===== config.mk =====
export PLATFORM = sky130hd
export DESIGN_NAME = ffa_ctrl
export DESIGN_NICKNAME = d
export VERILOG_FILES = /design/src/rtl/core/ffa_pkg.sv /design/src/rtl/core/ffa_ctrl.sv
export SDC_FILE = /design/constraint.sdc
export NUM_CORES = 1
export LEC_CHECK = 0
export BUFFER_PORTS_ARGS = -buffer_cell sky130_fd_sc_hd__buf_2
export CORE_AREA = 2 2 42 44
export DETAILED_ROUTE_END_ITERATION = 7
export DIE_AREA = 0 0 44 46
export GPL_ROUTABILITY_DRIVEN = 0
export PLACE_DENSITY = 0.74
export SYNTH_ARGS = -nofsm -noshare
export SYNTH_HDL_FRONTEND = slang
export SYNTH_SLANG_ARGS = --single-unit

===== constraint.sdc =====
create_clock -name clk_i -period 1.6 [get_ports clk_i]
set_input_delay 0.08 -clock clk_i [delete_from_list [all_inputs] [get_ports clk_i]]
set_output_delay 0.08 -clock clk_i [all_outputs]
set_load 0.02 [all_outputs]

===== src/rtl/core/ffa_pkg.sv =====
package ffa_pkg;

  localparam int unsigned ARENA_UNITS = 4096;
  localparam int unsigned UNIT_BYTES  = 16;
  localparam int unsigned UNIT_SHIFT  = $clog2(UNIT_BYTES);
  localparam int unsigned AW          = 13;   // header index / payload address
  localparam int unsigned SW          = 32;   // block size, wraps like the spec
  localparam int unsigned BW          = 16;   // request byte count
  localparam int unsigned HW          = AW + SW;
  localparam int unsigned FREE_WALK_LIMIT  = ARENA_UNITS + 2;
  localparam int unsigned ALLOC_WALK_LIMIT = 2 * ARENA_UNITS + 8;
  localparam int unsigned ASW         = 14;   // alloc walk counter
  localparam int unsigned ISW         = 13;   // insert walk counter

  typedef logic [4:0] dp_op_t;

  localparam dp_op_t OP_NOP       = 5'd0;
  localparam dp_op_t OP_CLEAR     = 5'd1;
  localparam dp_op_t OP_ACC_ALLOC = 5'd2;
  localparam dp_op_t OP_ACC_FREE  = 5'd3;
  localparam dp_op_t OP_ACC_SKIP  = 5'd4;
  localparam dp_op_t OP_A_HEAD    = 5'd5;
  localparam dp_op_t OP_A_EXACT   = 5'd6;
  localparam dp_op_t OP_A_SPLIT   = 5'd7;
  localparam dp_op_t OP_A_SPLIT2  = 5'd8;
  localparam dp_op_t OP_A_GROW    = 5'd9;
  localparam dp_op_t OP_A_STEP    = 5'd10;
  localparam dp_op_t OP_G_SET     = 5'd11;
  localparam dp_op_t OP_I_STEP    = 5'd12;
  localparam dp_op_t OP_I_BRK     = 5'd13;
  localparam dp_op_t OP_I_BP_MRG  = 5'd14;
  localparam dp_op_t OP_I_BP_PLN  = 5'd15;
  localparam dp_op_t OP_I_NX      = 5'd16;
  localparam dp_op_t OP_I_PV_GROW = 5'd17;
  localparam dp_op_t OP_I_PV_FREE = 5'd18;
  localparam dp_op_t OP_OUT_LOAD  = 5'd19;

  typedef struct packed {
    logic req_free;
    logic addr_ok;
    logic fits;
    logic exact;
    logic at_rover;
    logic grow_ok;
    logic astep_over;
    logic istep_over;
    logic ins_brk;
    logic merge_next;
    logic clear_last;
    logic out_free;
  } dp_sts_t;

endpackage


===== src/rtl/core/ffa_ctrl.sv =====
module ffa_ctrl
  import ffa_pkg::*;
(
  input  logic    clk_i,
  input  logic    rst_ni,
  input  logic    in_valid_i,
  input  dp_sts_t sts_i,
  output logic    in_stall_o,
  output dp_op_t  op_o
);

  localparam logic [3:0] S_CLEAR  = 4'd0;
  localparam logic [3:0] S_IDLE   = 4'd1;
  localparam logic [3:0] S_A_HEAD = 4'd2;
  localparam logic [3:0] S_A_CHK  = 4'd3;
  localparam logic [3:0] S_A_SPL2 = 4'd4;
  localparam logic [3:0] S_G_SET  = 4'd5;
  localparam logic [3:0] S_I_WALK = 4'd6;
  localparam logic [3:0] S_I_BP   = 4'd7;
  localparam logic [3:0] S_I_NX   = 4'd8;
  localparam logic [3:0] S_I_PV   = 4'd9;
  localparam logic [3:0] S_FIN    = 4'd10;

  logic [3:0] state_q, state_d;
  logic       grow_q, grow_d;   // insert walk runs on behalf of a bump

  always_comb begin
    state_d = state_q;
    grow_d  = grow_q;
    op_o    = OP_NOP;
    case (state_q)
      S_CLEAR: begin
        op_o = OP_CLEAR;
        if (sts_i.clear_last) state_d = S_IDLE;
      end
      S_IDLE: begin
        if (in_valid_i) begin
          if (!sts_i.req_free) begin
            op_o = OP_ACC_ALLOC; state_d = S_A_HEAD;
          end else if (sts_i.addr_ok) begin
            op_o = OP_ACC_FREE; grow_d = 1'b0; state_d = S_I_WALK;
          end else begin
            op_o = OP_ACC_SKIP; state_d = S_FIN;
          end
        end
      end
      S_A_HEAD: begin
        op_o = OP_A_HEAD; state_d = S_A_CHK;
      end
      S_A_CHK: begin
        if (sts_i.fits) begin
          if (sts_i.exact) begin
            op_o = OP_A_EXACT; state_d = S_FIN;
          end else begin
            op_o = OP_A_SPLIT; state_d = S_A_SPL2;
          end
        end else if (sts_i.at_rover) begin
          if (sts_i.grow_ok) begin
            op_o = OP_A_GROW; state_d = S_G_SET;
          end else begin
            state_d = S_FIN;
          end
        end else if (sts_i.astep_over) begin
          state_d = S_FIN;
        end else begin
          op_o = OP_A_STEP;
        end
      end
      S_A_SPL2: begin
        op_o = OP_A_SPLIT2; state_d = S_FIN;
      end
      S_G_SET: begin
        op_o = OP_G_SET; grow_d = 1'b1; state_d = S_I_WALK;
      end
      S_I_WALK: begin
        if (sts_i.ins_brk) begin
          op_o = OP_I_BRK; state_d = S_I_BP;
        end else if (sts_i.istep_over) begin
          state_d = S_FIN;
        end else begin
          op_o = OP_I_STEP;
        end
      end
      S_I_BP: begin
        if (sts_i.merge_next) begin
          op_o = OP_I_BP_MRG; state_d = S_I_NX;
        end else begin
          op_o = OP_I_BP_PLN; state_d = S_I_PV;
        end
      end
      S_I_NX: begin
        op_o = OP_I_NX; state_d = S_I_PV;
      end
      S_I_PV: begin
        if (grow_q) begin
          op_o = OP_I_PV_GROW;
          state_d = sts_i.astep_over ? S_FIN : S_A_CHK;
        end else begin
          op_o = OP_I_PV_FREE; state_d = S_FIN;
        end
      end
      S_FIN: begin
        if (sts_i.out_free) begin
          op_o = OP_OUT_LOAD; state_d = S_IDLE;
        end
      end
      default: begin
        state_d = S_IDLE;
      end
    endcase
  end

  always_ff @(posedge clk_i or negedge rst_ni) begin
    if (!rst_ni) begin
      state_q <= S_CLEAR;
      grow_q  <= 1'b0;
    end else begin
      state_q <= state_d;
      grow_q  <= grow_d;
    end
  end

  assign in_stall_o = state_q != S_IDLE;

endmodule


## Yosys cells after proc, flatten, opt, wreduce, memory -nomap -nowiden

Cells that the tools add are included.

- Register bits after elaboration: 5
- Memory bits (read-only): 0
- Input port bits: 15
- Memories kept: 0
- Logic and storage cells: 58
- Output and inout port bits: 6
- Memory bits (writable): 0
- Bits in latches: 0

- $add $sub $neg: 0
- Shift operators: 0
- Div/mod/pow operators: 0
- Mux-type cells: 34
- Reduce and logical (&&, ||, !) cells: 4
- Bitwise gates (word level): 0
- $mul: 0
- Equal/unequal tests: 18
- Magnitude comparators: 0

Operators by type and width:

| operator | number |
|---|---|
| 4-bit 2-to-1 mux | 18 |
| 5-bit one-hot mux with 11 select lines | 1 |
| 4-bit one-hot mux with 11 select lines | 1 |
| 4-bit by 3-bit equality test with 1-bit output (second input constant) | 4 |
| 5-bit 2-to-1 mux | 3 |
| 4-bit equality test (second input constant) | 3 |
| 2-bit inequality test (second input constant) | 5 |
| 3-bit 2-to-1 mux | 3 |
| 4-bit by 2-bit equality test with 1-bit output (second input constant) | 2 |
| 1-bit 2-to-1 mux | 6 |
| 5-bit AND reduction | 1 |
| 4-bit by 1-bit equality test with 1-bit output (second input constant) | 1 |
| 4-bit logical NOT | 1 |
| 4-bit by 1-bit inequality test with 1-bit output (second input constant) | 1 |
| 4-bit inequality test (second input constant) | 1 |
| 4-bit AND reduction | 1 |
| 3-bit inequality test (second input constant) | 1 |
| 2-bit 2-to-1 mux | 1 |
| 1-bit one-hot mux with 2 select lines | 1 |
| 2-bit nonzero test | 1 |

## Logic depth before layout (Yosys ltp)

- Depth after elaboration: 4
- Mapped depth: 6
- Gate-level depth less buffers: 4

## Least setup slack after synthesis

Ideal clock, no wire load.

- Path kind: register to output
- From: register state_q[2]
- To: output op_o[2]
- Buffers on the path: 1
- Arrival: 1.541 ns
- Stages on the path, launching flop included: 5
- Data required time: 1.520 ns
- Path slack: -0.021 ns
- Cells stage by stage: dfrtp_1 -> buf_4 -> nor4b_4 -> inv_2 -> o31ai_1

- Longest elaborated chain between the ends: 2
- Elaborated cells between the ends (all ways): 12
- Those cells by class: 10 x eq/ne; 1 x mux; 1 x reduce/logical

RTL lines:

| item | line | RTL |
|---|---|---|
| start, declared | ffa_ctrl.sv:24 | `logic [3:0] state_q, state_d;` |
| start signal, assigned | ffa_ctrl.sv:118 | `state_q <= state_d;` |
| 4-bit equality test, or another cell as far along | ffa_ctrl.sv:31 | `case (state_q)` |
| 5-bit one-hot mux with 11 select lines (*) | ffa_ctrl.sv:31 |  |
| end, declared | ffa_ctrl.sv:9 | `output dp_op_t op_o` |

Mark *: on every way between the ends. The rest lies on a longest branch, timed or not.

## Worst setup path after layout

- From: register state_q[1]
- To: output op_o[0]

The elaborated chain is that of the path after synthesis.

==> impl_metrics.toml <==
[outcome]
outcome = "complete, but fails checks"
violations = "setup timing"

[floorplanning]
ios = 21
die_x_um = 44
initial_core_util = 0.464
die_area_um2 = 2020
die_h_um = 46
core-area_um2 = 1610
num_rows = 15

[sta]
slew_headroom = 0.702
setup_viol = 4
fin_crit_ns = 1.80
tightest_slew_ns = 0.441
rsz0062_at_grt = "true"
fin_ws_ns = -0.199
clock_skew_ns = 0.00128
post-route-period-util = 1.12
tns_ns = -0.423
hold_viol = 0
slew_viol_final = 0
whs_ns = 0.164
fmax_mhz = 556

[final_layout]
fin_cells = 166
fillers = 109
final_core_util = 0.779
diodes = 0
layout_common_cells = "buf_4 (31), buf_2 (15), nand2_1 (9)"
final_nets = 165
layout-drive-gt1-share = 0.570
syn_to_final_growth_pct = 67.8
layout_commonest_cell = "buf_4"

[critical_path]
required_ns = 1.52
r2r_end = "state_q[2]"
critPathKind = "flip-flop to output port"
worstSetupStartpoint = "state_q[1]"
crit_fanout = 7
arrival_ns = 1.72
startpoint_type = "flip-flop"
reg2reg_depth = 7
rrSetupSlack_ns = 0.01
endpoint_kind = "output port"
regToRegStartpoint = "state_q[2]"
crit_end = "op_o[0]"

[clock_network]
clkLatencyLatePin_ns = 0.25
cts_max_level = 1
cts_tree = "built"
numCtsBuffers = 3
cts.clk_slew.worst_paths_ns = 0.05
cts.sinks = 5
cts-root-buf = "clkbuf_4"
clock_path_buffers = 2

[power_and_ir_drop]
vdd_drop_max_v = 0.00131
power.leakage_nw = 0.555
p_per_area_nw_per_um2 = 2100

[route]
num_vias = 1058
routed_wl_mm = 3.03
postRouteAntennaNets = 0
dr.pass1.iters = 6
viasPerCell = 6.37
drc = 0
drt-wirelength-per-cell_um = 18.3
drt_iter0_markers = 49

[yosys]
yosys.area_share.simple = 0.409
synth_area_leaders = "dfrtp_1 (17%), nand2b_1 (5.8%), a21oi_1 (5.3%)"
synthMuxAreaShare = 0
synth_area_um2 = 749
synth_top_family_by_area = "simple AND/OR/NAND/NOR gates"
synth_top_area_share = 0.167
ys_types = 43
synth_warnings = 0
synth_nets = 115
synth_adder_area_share = 0
syn_area_per_cell_um2 = 7.49
postSynthCellCount = 100
synth-seq-cells = 5
seq_area_frac_synth = 0.167
synthXorXnorAreaFrac = 0
synth_top_cell_by_area = "dfrtp_1"
synth_compound_area_frac = 0.337

[min_path]
worstHoldPathCells = 3
min_path_type = "primary input to flip-flop"

[global_route]
grt_first_pass_wirelength_mm = 3.94
grt_max_degree = 10
overflow = 0
antenna_found_initial = 0
grt_pass1_vias = 859
track_usage = 0.268

[placement]
dp.cells = 144
io_buffers = 20
dpl_worst_slack_ns = -0.0623
hpwlAfterDp_mm = 1.74

[job]
cap_violations = 0
state kept, by name, summed over array words and instances (netlist names):
| name | flops |
|---|---|
| grow_q | 1 |
| state_q | 4 |
per-stage QoR:
| step | instance area (um^2) | power, mW |
|---|---|---|
| after floorplan | 754 | 1.29 |
| after global placement | 938 | 1.73 |
| after detailed placement | 938 | 1.75 |
| after CTS | 1100 | 2.22 |
| after global routing | 1260 | 2.79 |
| final | 1260 | 2.65 |
cell usage after synthesis, drive strengths merged:
cell type / number
nor4bb: 2
nor4b: 3
a31o: 1
o211ai: 1
or4: 1
o21a: 2
dfrtp: 5
and2b: 1
or3: 1
a2bb2oi: 1
inv: 4
a32oi: 1
nand3b: 2
nand2b: 9
o21ai: 4
nor2: 8
nand4: 1
o31ai: 2
a311oi: 1
a221oi: 1
nand3: 3
nor3b: 2
o22a: 1
a31oi: 5
a22oi: 2
a21boi: 1
o22ai: 3
nor2b: 3
nor3: 2
a21oi: 8
nand2: 9
o21ba: 1
buf: 7
a211oi: 1
clkbuf: 1
kinds of logic (layout without fill, tap and decap cells):
family,count (synthesis),count (layout)
buffers and inverters,12,61
flip-flops,5,5
AND/OR/NAND/NOR,47,47
AO/OA/AOI/OAI,36,36
where the power goes:
part           leakage, nW  internal, mW  switching (mW)
Combinational        0.485          1.11            1.04
Clock               0.0150        0.0950          0.0626
Sequential          0.0549         0.197           0.140
Total                0.555          1.40            1.25
worst min path at each step:
stage	startpoint	end
2_1_floorplan	rst_ni	grow_q
3_3_place_gp	rst_ni	state_q[2]
3_5_place_dp	rst_ni	state_q[2]
4_1_cts	sts_i[10]	state_q[2]
5_1_grt	sts_i[10]	state_q[2]
6_report	sts_i[10]	state_q[2]
routing by layer:
layer / GRT usage / vias to the layer above / part of all wire
met4: 0.0667 / 0 / 0.028
met2: 0.438 / 74 / 0.49
met1: 0.346 / 498 / 0.40
met5: 0 / - / 0
met3: 0.0754 / 15 / 0.082
li1: - / 471 / -
critical path: stages, from the launching register on:
cell and delay (ns):
dfrtp_2 0.46, nor4b_4 0.36, nand4_1 0.18, a21boi_2 0.20, o211ai_1 0.09, buf_4 0.18
area by class of cell:
class,count,area [um^2],area share
sequential,5,130,0.103
tap,17,21.3,0.0169
multi-input combinational,83,679,0.540
clock buffer,4,26.3,0.0209
inverter,4,15.0,0.0119
timing repair buffer,53,385,0.306
timing repair:
item                       in CTS  in global routing
hold buffers                    1                  0
hold endpoints to repair        5                  0
gates resized for setup        13                 22
buffers inserted               12                  6
setup endpoints to repair       8                  9
pin swaps                       6                  8
cloned                          0                  0
(Power assumes the default switching activity.)
